$ cat src/hw/rtl/prpt_pkg.sv
// ----------------------------------------------------------------------------
// prpt_pkg
// Shared types, codes and constants of the peer request pipeline tracker.
// ----------------------------------------------------------------------------
package prpt_pkg;

    localparam int OUTSTANDING_DEPTH_DEF = 16;
    localparam int WAITING_DEPTH_DEF     = 32;
    localparam int PIECE_LEN_DEF         = 16384;

    localparam int CMD_W         = 3;
    localparam int KIND_W        = 3;
    localparam int CHUNK_W       = 32;
    localparam int OFFSET_W      = 32;
    localparam int LENGTH_W      = 18;
    localparam int RATE_W        = 32;
    localparam int TIME_W        = 32;
    localparam int OCOUNT_W      = 5;
    localparam int WCOUNT_W      = 6;
    localparam int QLIMIT_W      = 16;
    localparam int WLIMIT_W      = 6;
    localparam int CFG_INDEX_W   = 2;
    localparam int CFG_DATA_W    = 32;
    // Ten times a 32-bit rate, plus headroom for one piece step.
    localparam int SCALED_RATE_W = 36;

    localparam logic [TIME_W-1:0]   TIMEOUT_RESET    = 32'd60000;
    localparam logic [WLIMIT_W-1:0] WAIT_LIMIT_RESET = 6'd25;
    localparam logic [WLIMIT_W-1:0] WAIT_LIMIT_MIN   = 6'd10;
    localparam logic [WLIMIT_W-1:0] WAIT_LIMIT_MAX   = 6'd63;

    typedef enum logic [CMD_W-1:0] {
        CMD_DOWNLOAD   = 3'd0,
        CMD_CANCEL     = 3'd1,
        CMD_REJECTED   = 3'd2,
        CMD_PIECE      = 3'd3,
        CMD_CANCEL_ALL = 3'd4,
        CMD_CHOKED     = 3'd5,
        CMD_TICK       = 3'd6
    } cmd_e;

    typedef enum logic [KIND_W-1:0] {
        KIND_SEND_REQUEST = 3'd0,
        KIND_SEND_CANCEL  = 3'd1,
        KIND_REJECTED     = 3'd2,
        KIND_TIMED_OUT    = 3'd3,
        KIND_STATUS       = 3'd4
    } kind_e;

    typedef enum logic [CFG_INDEX_W-1:0] {
        REG_PEER_QUEUE_LIMIT = 2'd0,
        REG_FAST_EXT_ENABLED = 2'd1,
        REG_TIMEOUT_MS       = 2'd2
    } cfg_reg_e;

    typedef enum logic [2:0] {
        SW_MOVE,
        SW_MATCH_ALL,
        SW_FIRST_MATCH,
        SW_FLUSH,
        SW_EXPIRE
    } sweep_mode_e;

    typedef enum logic [3:0] {
        S_IDLE,
        S_DISPATCH,
        S_PUSH,
        S_WIN,
        S_SW_INIT,
        S_SW_RD,
        S_SW_EV,
        S_CLEAR,
        S_EMIT,
        S_STATUS
    } state_e;

    typedef struct packed {
        logic [CMD_W-1:0]    command;
        logic [CHUNK_W-1:0]  req_chunk;
        logic [OFFSET_W-1:0] block_offset;
        logic [LENGTH_W-1:0] block_length;
        logic [RATE_W-1:0]   rate_bps;
        logic [TIME_W-1:0]   now_ms;
    } cmd_item_t;

    typedef struct packed {
        logic [KIND_W-1:0]   kind;
        logic [CHUNK_W-1:0]  out_chunk;
        logic [OFFSET_W-1:0] out_offset;
        logic [LENGTH_W-1:0] out_length;
        logic                last;
        logic                can_add;
        logic [OCOUNT_W-1:0] outstanding_count;
        logic [WCOUNT_W-1:0] waiting_count;
        logic                overflow;
    } res_item_t;

    typedef struct packed {
        logic [CHUNK_W-1:0]  chunk;
        logic [OFFSET_W-1:0] offset;
        logic [LENGTH_W-1:0] length;
    } request_t;

    typedef struct packed {
        request_t          req;
        logic [TIME_W-1:0] stamp;
    } out_entry_t;

    typedef struct packed {
        logic        load_item;
        logic        push;
        logic        win_step;
        logic        sweep_init;
        logic        sweep_read;
        logic        sweep_eval;
        logic        sweep_sel_out;
        sweep_mode_e sweep_mode;
        kind_e       emit_kind;
        logic        emit_item;
        logic        emit_status;
        logic        clear_wait;
    } ctrl_cmd_t;

    typedef struct packed {
        logic [CMD_W-1:0] command;
        logic             fast_ext;
        logic             win_done;
        logic             sweep_end;
        logic             removed_any;
        logic             ev_emit;
        logic             out_free;
    } dp_status_t;

endpackage

$ cat src/hw/rtl/prpt_ctrl.sv
// ----------------------------------------------------------------------------
// prpt_ctrl
// Command sequencer: walks each command through its FIFO sweeps and results.
// ----------------------------------------------------------------------------
module prpt_ctrl
    import prpt_pkg::*;
(
    input  logic       clk,
    input  logic       rst_n,
    input  logic       cmd_valid,
    output logic       cmd_ready,
    input  dp_status_t status,
    output ctrl_cmd_t  ctrl
);

    state_e state_reg;
    state_e state_next;
    logic   phase_reg;
    logic   phase_next;
    cmd_e   cmd;

    assign cmd = cmd_e'(status.command);

    always_ff @(posedge clk or negedge rst_n)
    begin
        if (!rst_n)
        begin
            state_reg <= S_IDLE;
            phase_reg <= 1'b0;
        end
        else
        begin
            state_reg <= state_next;
            phase_reg <= phase_next;
        end
    end

    // Next state. Commands with two sweeps go through the sweep states twice.
    always_comb
    begin
        state_next = state_reg;
        phase_next = phase_reg;
        unique case (state_reg)
            S_IDLE:
            begin
                phase_next = 1'b0;
                if (cmd_valid)
                begin
                    state_next = S_DISPATCH;
                end
            end
            S_DISPATCH:
            begin
                case (cmd)
                    CMD_DOWNLOAD:   state_next = S_PUSH;
                    CMD_CANCEL,
                    CMD_REJECTED,
                    CMD_PIECE,
                    CMD_CANCEL_ALL,
                    CMD_TICK:       state_next = S_SW_INIT;
                    CMD_CHOKED:     state_next = status.fast_ext ? S_STATUS : S_SW_INIT;
                    default:        state_next = S_STATUS;
                endcase
            end
            S_PUSH:
            begin
                state_next = S_WIN;
            end
            S_WIN:
            begin
                if (status.win_done)
                begin
                    state_next = S_SW_INIT;
                end
            end
            S_SW_INIT:
            begin
                state_next = S_SW_RD;
            end
            S_SW_RD:
            begin
                if (!status.sweep_end)
                begin
                    state_next = S_SW_EV;
                end
                else
                begin
                    case (cmd)
                        CMD_CANCEL:
                        begin
                            if (phase_reg)
                            begin
                                state_next = S_EMIT;
                            end
                            else if (status.removed_any)
                            begin
                                state_next = S_STATUS;
                            end
                            else
                            begin
                                state_next = S_SW_INIT;
                                phase_next = 1'b1;
                            end
                        end
                        CMD_REJECTED:
                        begin
                            state_next = status.removed_any ? S_EMIT : S_STATUS;
                        end
                        CMD_PIECE:
                        begin
                            if (!phase_reg && !status.removed_any)
                            begin
                                state_next = S_SW_INIT;
                                phase_next = 1'b1;
                            end
                            else
                            begin
                                state_next = S_STATUS;
                            end
                        end
                        CMD_CANCEL_ALL:
                        begin
                            state_next = S_CLEAR;
                        end
                        CMD_CHOKED:
                        begin
                            if (!phase_reg)
                            begin
                                state_next = S_SW_INIT;
                                phase_next = 1'b1;
                            end
                            else
                            begin
                                state_next = S_STATUS;
                            end
                        end
                        default:
                        begin
                            state_next = S_STATUS;
                        end
                    endcase
                end
            end
            S_SW_EV:
            begin
                if (!status.ev_emit || status.out_free)
                begin
                    state_next = S_SW_RD;
                end
            end
            S_CLEAR:
            begin
                state_next = S_STATUS;
            end
            S_EMIT:
            begin
                if (status.out_free)
                begin
                    state_next = S_STATUS;
                end
            end
            S_STATUS:
            begin
                if (status.out_free)
                begin
                    state_next = S_IDLE;
                end
            end
            default:
            begin
                state_next = S_IDLE;
            end
        endcase
    end

    // Outputs.
    always_comb
    begin
        cmd_ready          = (state_reg == S_IDLE);
        ctrl               = '0;
        ctrl.sweep_mode    = SW_MATCH_ALL;
        ctrl.emit_kind     = KIND_STATUS;
        ctrl.load_item     = (state_reg == S_IDLE) && cmd_valid;
        ctrl.push          = (state_reg == S_PUSH);
        ctrl.win_step      = (state_reg == S_WIN);
        ctrl.sweep_init    = (state_reg == S_SW_INIT);
        ctrl.sweep_read    = (state_reg == S_SW_RD);
        ctrl.sweep_eval    = (state_reg == S_SW_EV) && (!status.ev_emit || status.out_free);
        ctrl.clear_wait    = (state_reg == S_CLEAR);
        ctrl.emit_item     = (state_reg == S_EMIT) && status.out_free;
        ctrl.emit_status   = (state_reg == S_STATUS) && status.out_free;

        case (cmd)
            CMD_DOWNLOAD:
            begin
                ctrl.sweep_sel_out = 1'b0;
                ctrl.sweep_mode    = SW_MOVE;
                ctrl.emit_kind     = KIND_SEND_REQUEST;
            end
            CMD_CANCEL:
            begin
                ctrl.sweep_sel_out = phase_reg;
                ctrl.sweep_mode    = SW_MATCH_ALL;
                ctrl.emit_kind     = KIND_SEND_CANCEL;
            end
            CMD_REJECTED:
            begin
                ctrl.sweep_sel_out = 1'b1;
                ctrl.sweep_mode    = SW_MATCH_ALL;
                ctrl.emit_kind     = KIND_REJECTED;
            end
            CMD_PIECE:
            begin
                ctrl.sweep_sel_out = !phase_reg;
                ctrl.sweep_mode    = phase_reg ? SW_MATCH_ALL : SW_FIRST_MATCH;
            end
            CMD_CANCEL_ALL:
            begin
                ctrl.sweep_sel_out = 1'b1;
                ctrl.sweep_mode    = SW_FLUSH;
                ctrl.emit_kind     = KIND_SEND_CANCEL;
            end
            CMD_CHOKED:
            begin
                ctrl.sweep_sel_out = !phase_reg;
                ctrl.sweep_mode    = SW_FLUSH;
                ctrl.emit_kind     = KIND_REJECTED;
            end
            CMD_TICK:
            begin
                ctrl.sweep_sel_out = 1'b1;
                ctrl.sweep_mode    = SW_EXPIRE;
                ctrl.emit_kind     = KIND_TIMED_OUT;
            end
            default:
            begin
                ctrl.sweep_sel_out = 1'b0;
            end
        endcase
    end

endmodule

$ cat config.mk
export PLATFORM = sky130hd
export DESIGN_NAME = prpt_ctrl
export DESIGN_NICKNAME = d
export VERILOG_FILES = /design/src/hw/rtl/prpt_pkg.sv /design/src/hw/rtl/prpt_ctrl.sv
export SDC_FILE = /design/constraint.sdc
export NUM_CORES = 1
export LEC_CHECK = 0
export BUFFER_PORTS_ARGS = -buffer_cell sky130_fd_sc_hd__buf_2
export CORE_UTILIZATION = 50
export DETAILED_ROUTE_END_ITERATION = 10
export PLACE_DENSITY = 0.84
export SYNTH_ARGS = -nofsm -noshare
export SYNTH_HDL_FRONTEND = slang
export SYNTH_SLANG_ARGS = --single-unit
$ cat constraint.sdc
create_clock -name clk -period 3.45 [get_ports clk]
set_clock_uncertainty 0.2 [all_clocks]
set_input_delay 0.5175 -clock clk [delete_from_list [all_inputs] [get_ports clk]]
set_output_delay 0.5175 -clock clk [all_outputs]
set_load 0.005 [all_outputs]
Word level (Yosys, flattened, before mapping)
Cells that the tools add are included.

operators by class
  reductions and logical operators = 20
  multiplexer cells = 25
  equal/unequal tests = 23

operators by type and width
  operator                                                                  number
  4-bit two-way mux                                                         11
  4-bit one-hot mux with 10 select lines                                    1
  3-bit one-hot mux with 4 select lines                                     2
  4-bit one-hot mux with 5 select lines                                     1
  4-bit by 3-bit equality test with 1-bit output (second input constant)    4
  2-bit inequality test (second input constant)                             6
  4-bit one-hot mux with 3 select lines                                     1
  3-bit equality test (second input constant)                               3
  4-bit by 2-bit equality test with 1-bit output (second input constant)    2
  4-bit equality test (second input constant)                               2
  2-bit OR reduction                                                        4
  3-bit by 2-bit equality test with 1-bit output (second input constant)    2
  1-bit one-hot mux with 3 select lines                                     2
  1-bit logical AND                                                         5
  1-bit two-way mux                                                         5
  5-bit AND reduction                                                       1
  5-bit OR reduction                                                        1
  4-bit by 1-bit equality test with 1-bit output (second input constant)    1
  4-bit logical NOT                                                         1
  4-bit by 1-bit inequality test with 1-bit output (second input constant)  1
  4-bit AND reduction                                                       1
  3-bit by 1-bit equality test with 1-bit output (second input constant)    1
  1-bit logical NOT                                                         3
  3-bit logical NOT                                                         1
  other kinds (6)                                                           6

word-level totals
  register bits after elaboration = 5
  word-level logic and storage cells = 70
  output and inout bits = 17

Logic depth before layout (Yosys ltp)
  depth in word-level cells = 6
  mapped depth = 6

Worst setup path before layout
OpenSTA, ideal clock, no wires.

  kind = reg2out
  from = register state_reg[2]
  to = output ctrl[15] (netlist bit)
  cell stages (with the launch flop) = 4
  arrival time = 1.130 ns
  required time = 2.732 ns
  setup slack = 1.603 ns
  path through = dfrtp_1 > buf_6 > nor4_1 > and2_1

RTL lines
  item                      line             RTL
  start: declaration        prpt_ctrl.sv:16  state_e state_reg;
  start signal: assignment  prpt_ctrl.sv:33  state_reg <= state_next;
  end: declaration          prpt_ctrl.sv:13  output ctrl_cmd_t ctrl

==> out/metrics.csv <==
metric,value,unit
status,"finished, violations left",
violations,design-rule violations,
hold_class,in2reg,
synth_top_family_by_area,simple AND/OR/NAND/NOR gates,
worst_pin_slew,460,ps
busiest_layer,met2,
final_core_util,64.0,%
cellInternalPower,0.000275,W
dp_hpwl,1250,um
finalHoldViolations,0,
grt_max_degree,16,
rsz0062_at_grt,false,
vias,812,
dr.pass1.iters,7,
met1_usage,31.0,%
yosys.area_share.simple,36.4,%
comb_power_share,57.1,%
p_sw_share,46.8,%
wirelength,1700,um
clock_path_buffers,2,
drive_gt1_share,30.6,%
synth_ff_type,dfrtp_1,
synth_nets,110,
antenna_left,0,
crit_type,reg2out,
place_area,797,sq um
synth_edf_count,0,
ys_seq_area_share,17.9,%
grt_first_pass_wirelength,2670,um
finalSetupViolCount,0,
first_global_vias,658,
h-tree-depth,1,
netlist.area_leader.share,17.9,%
largest_register_ffs,4,
fin_tns_setup,0,ps
yosysMostFrequentCell,nand2_1,
start_util,53.7,%
synth-seq-cells,5,
cts_sinks,5,
antenna_found_initial,0,
vdd_drop_max,0.000360,V
reg2regPathDepth,5,
cts_root_buf,clkbuf_4,
dieHeight,39.4,um
grt_usage,24.8,%
synth_adder_area_share,0,%
critPathMaxFanout,11,
cp-end-kind,output port,
clk_latency,240,ps
die_area,0.00155,sq mm
p_clk_share,12.9,%
reg2reg_from,state_reg[0],
synth_common_cells,"nand2_1 (10), nor2_1 (8), inv_1 (7)",
async_flop_share,100,%
muxShareOfSynthArea,1.61,%
cts_tree,yes,
final_area,833,sq um
synth_compound_area_share,30.5,%
post_cts_resized,0,
p_switching,0.000242,W
period_share,64.6,%
clkTransAtPathRegs,40,ps
synthCells,98,
p_leak,0.427,nW
core-area,0.00130,sq mm
rows,13,
ios,29,
worst_r2r_endpoint,state_reg[3],
synth_xor_area_share,1.25,%
syn_area_per_cell,7.12,sq um
fmax,0.448,GHz
wl_per_cell,12.2,um
cap_viol_max_count,0,
use_met2,44.2,%
rrSetupSlack,1620,ps
fp.dieW,39.4,um
cts_made_buffers,3,
synth_top_area_cell,dfrtp_1,
gp_congestion,0.770,
syn_area,698,sq um
grt.overflow.total,0,
worst_ep_arrival_time,1510,ps
synth_area_leaders,"dfrtp_1 (18%), buf_6 (6.5%), nand2_1 (5.4%)",
drcViolationCount,2,
io_buffers,28,
ys_warn_count,0,
drtIter0Drc,24,
antennaDiodeCount,0,
crit_end,ctrl[15],
final_nets,137,
period_needed,2230,ps
drv_slew,0,
synth_cell_types,38,
crit_required,2730,ps
relSlewSlack,69.1,%
power_density,621,mW/mm^2
setup.worst_path.start_class,flop,
p_seq_share,30.0,%
use_met3,6.82,%
routed_via_density,5.84,
synthToLayoutAreaGrowth,19.4,%
worstSetupStartpoint,state_reg[3],
## worst max-delay path, stage by stage, from the launching register on
cell and delay [ps]:
dfrtp_1 480, nor4_1 500, and2_1 190, buf_2 100
## metrics by stage
step / power (W) / hold slack [ps] / setup slack, ps / instances
after global routing: 0.000569 / 430 / 1160 / 139
after floorplan: 0.000391 / 21.9 / 1600 / 98
after global placement: 0.000441 / 132 / 1480 / 134
after CTS: 0.000522 / 394 / 1220 / 139
final: 0.000517 / 395 / 1220 / 139
after detailed placement: 0.000449 / 134 / 1450 / 134
## timing repair
action | in CTS | in global routing
endpoints found under the hold margin | 5 | 0
buffers inserted | 0 | 0
hold buffers | 1 | 0
## layer usage
metal	up-vias	part of all wire, %
met5	-	0
met4	0	0
met1	382	46
met2	28	49
met3	0	4.8
li1	402	-
## cell type report
| type | count | area [sq um] |
|---|---|---|
| Clock buffer | 4 | 26.3 |
| Multi-Input combinational cell | 79 | 487 |
| Sequential cell | 5 | 125 |
| Inverter | 7 | 26.3 |
| Tap cell | 15 | 18.8 |
| Timing Repair Buffer | 29 | 150 |
| Fill cell | 124 | 468 |
## cells by family after synthesis
kind of cell           count (synthesis)
AND/OR/NAND/NOR                       47
AO/OA/AOI/OAI                         30
buffers and inverters                 14
flip-flops                             5
XOR/XNOR                               1
multiplexers                           1
## placed cells by master, fill, tap and decap left out, types with 2 or more instances in the layout
cell and n:
a31oi_1 2, a21o_1 2, a21oi_1 5, nand2b_1 5, buf_2 28, nand2_1 10, a22oi_1 2, clkbuf_4 3
or3_1 2, o21ai_0 6, and3_1 2, nor3_1 5, and2_1 2, o21ai_1 2, nand3_1 2, nor2_1 8
nor2b_1 5, inv_1 7, dfrtp_1 5
## worst min path at each step
stage	from	to	slack [ps]	cells after the start
after CTS	status[0]	state_reg[3]	390	4
after global routing	status[4]	state_reg[1]	430	4
after detailed placement	rst_n	state_reg[2]	130	1
after global placement	rst_n	state_reg[3]	130	1
after floorplan	rst_n	phase_reg	20	0
final	status[0]	state_reg[3]	400	4
## power by group through the flow
stage,clock network [W],registers (W),logic [W]
final,0.0000668,0.000155,0.000295
after global routing,0.0000736,0.000164,0.000332
after CTS,0.0000704,0.000155,0.000296
after detailed placement,0,0.000156,0.000293
after global placement,0,0.000155,0.000286
after floorplan,0,0.000110,0.000281
(Power assumes the default switching activity.)
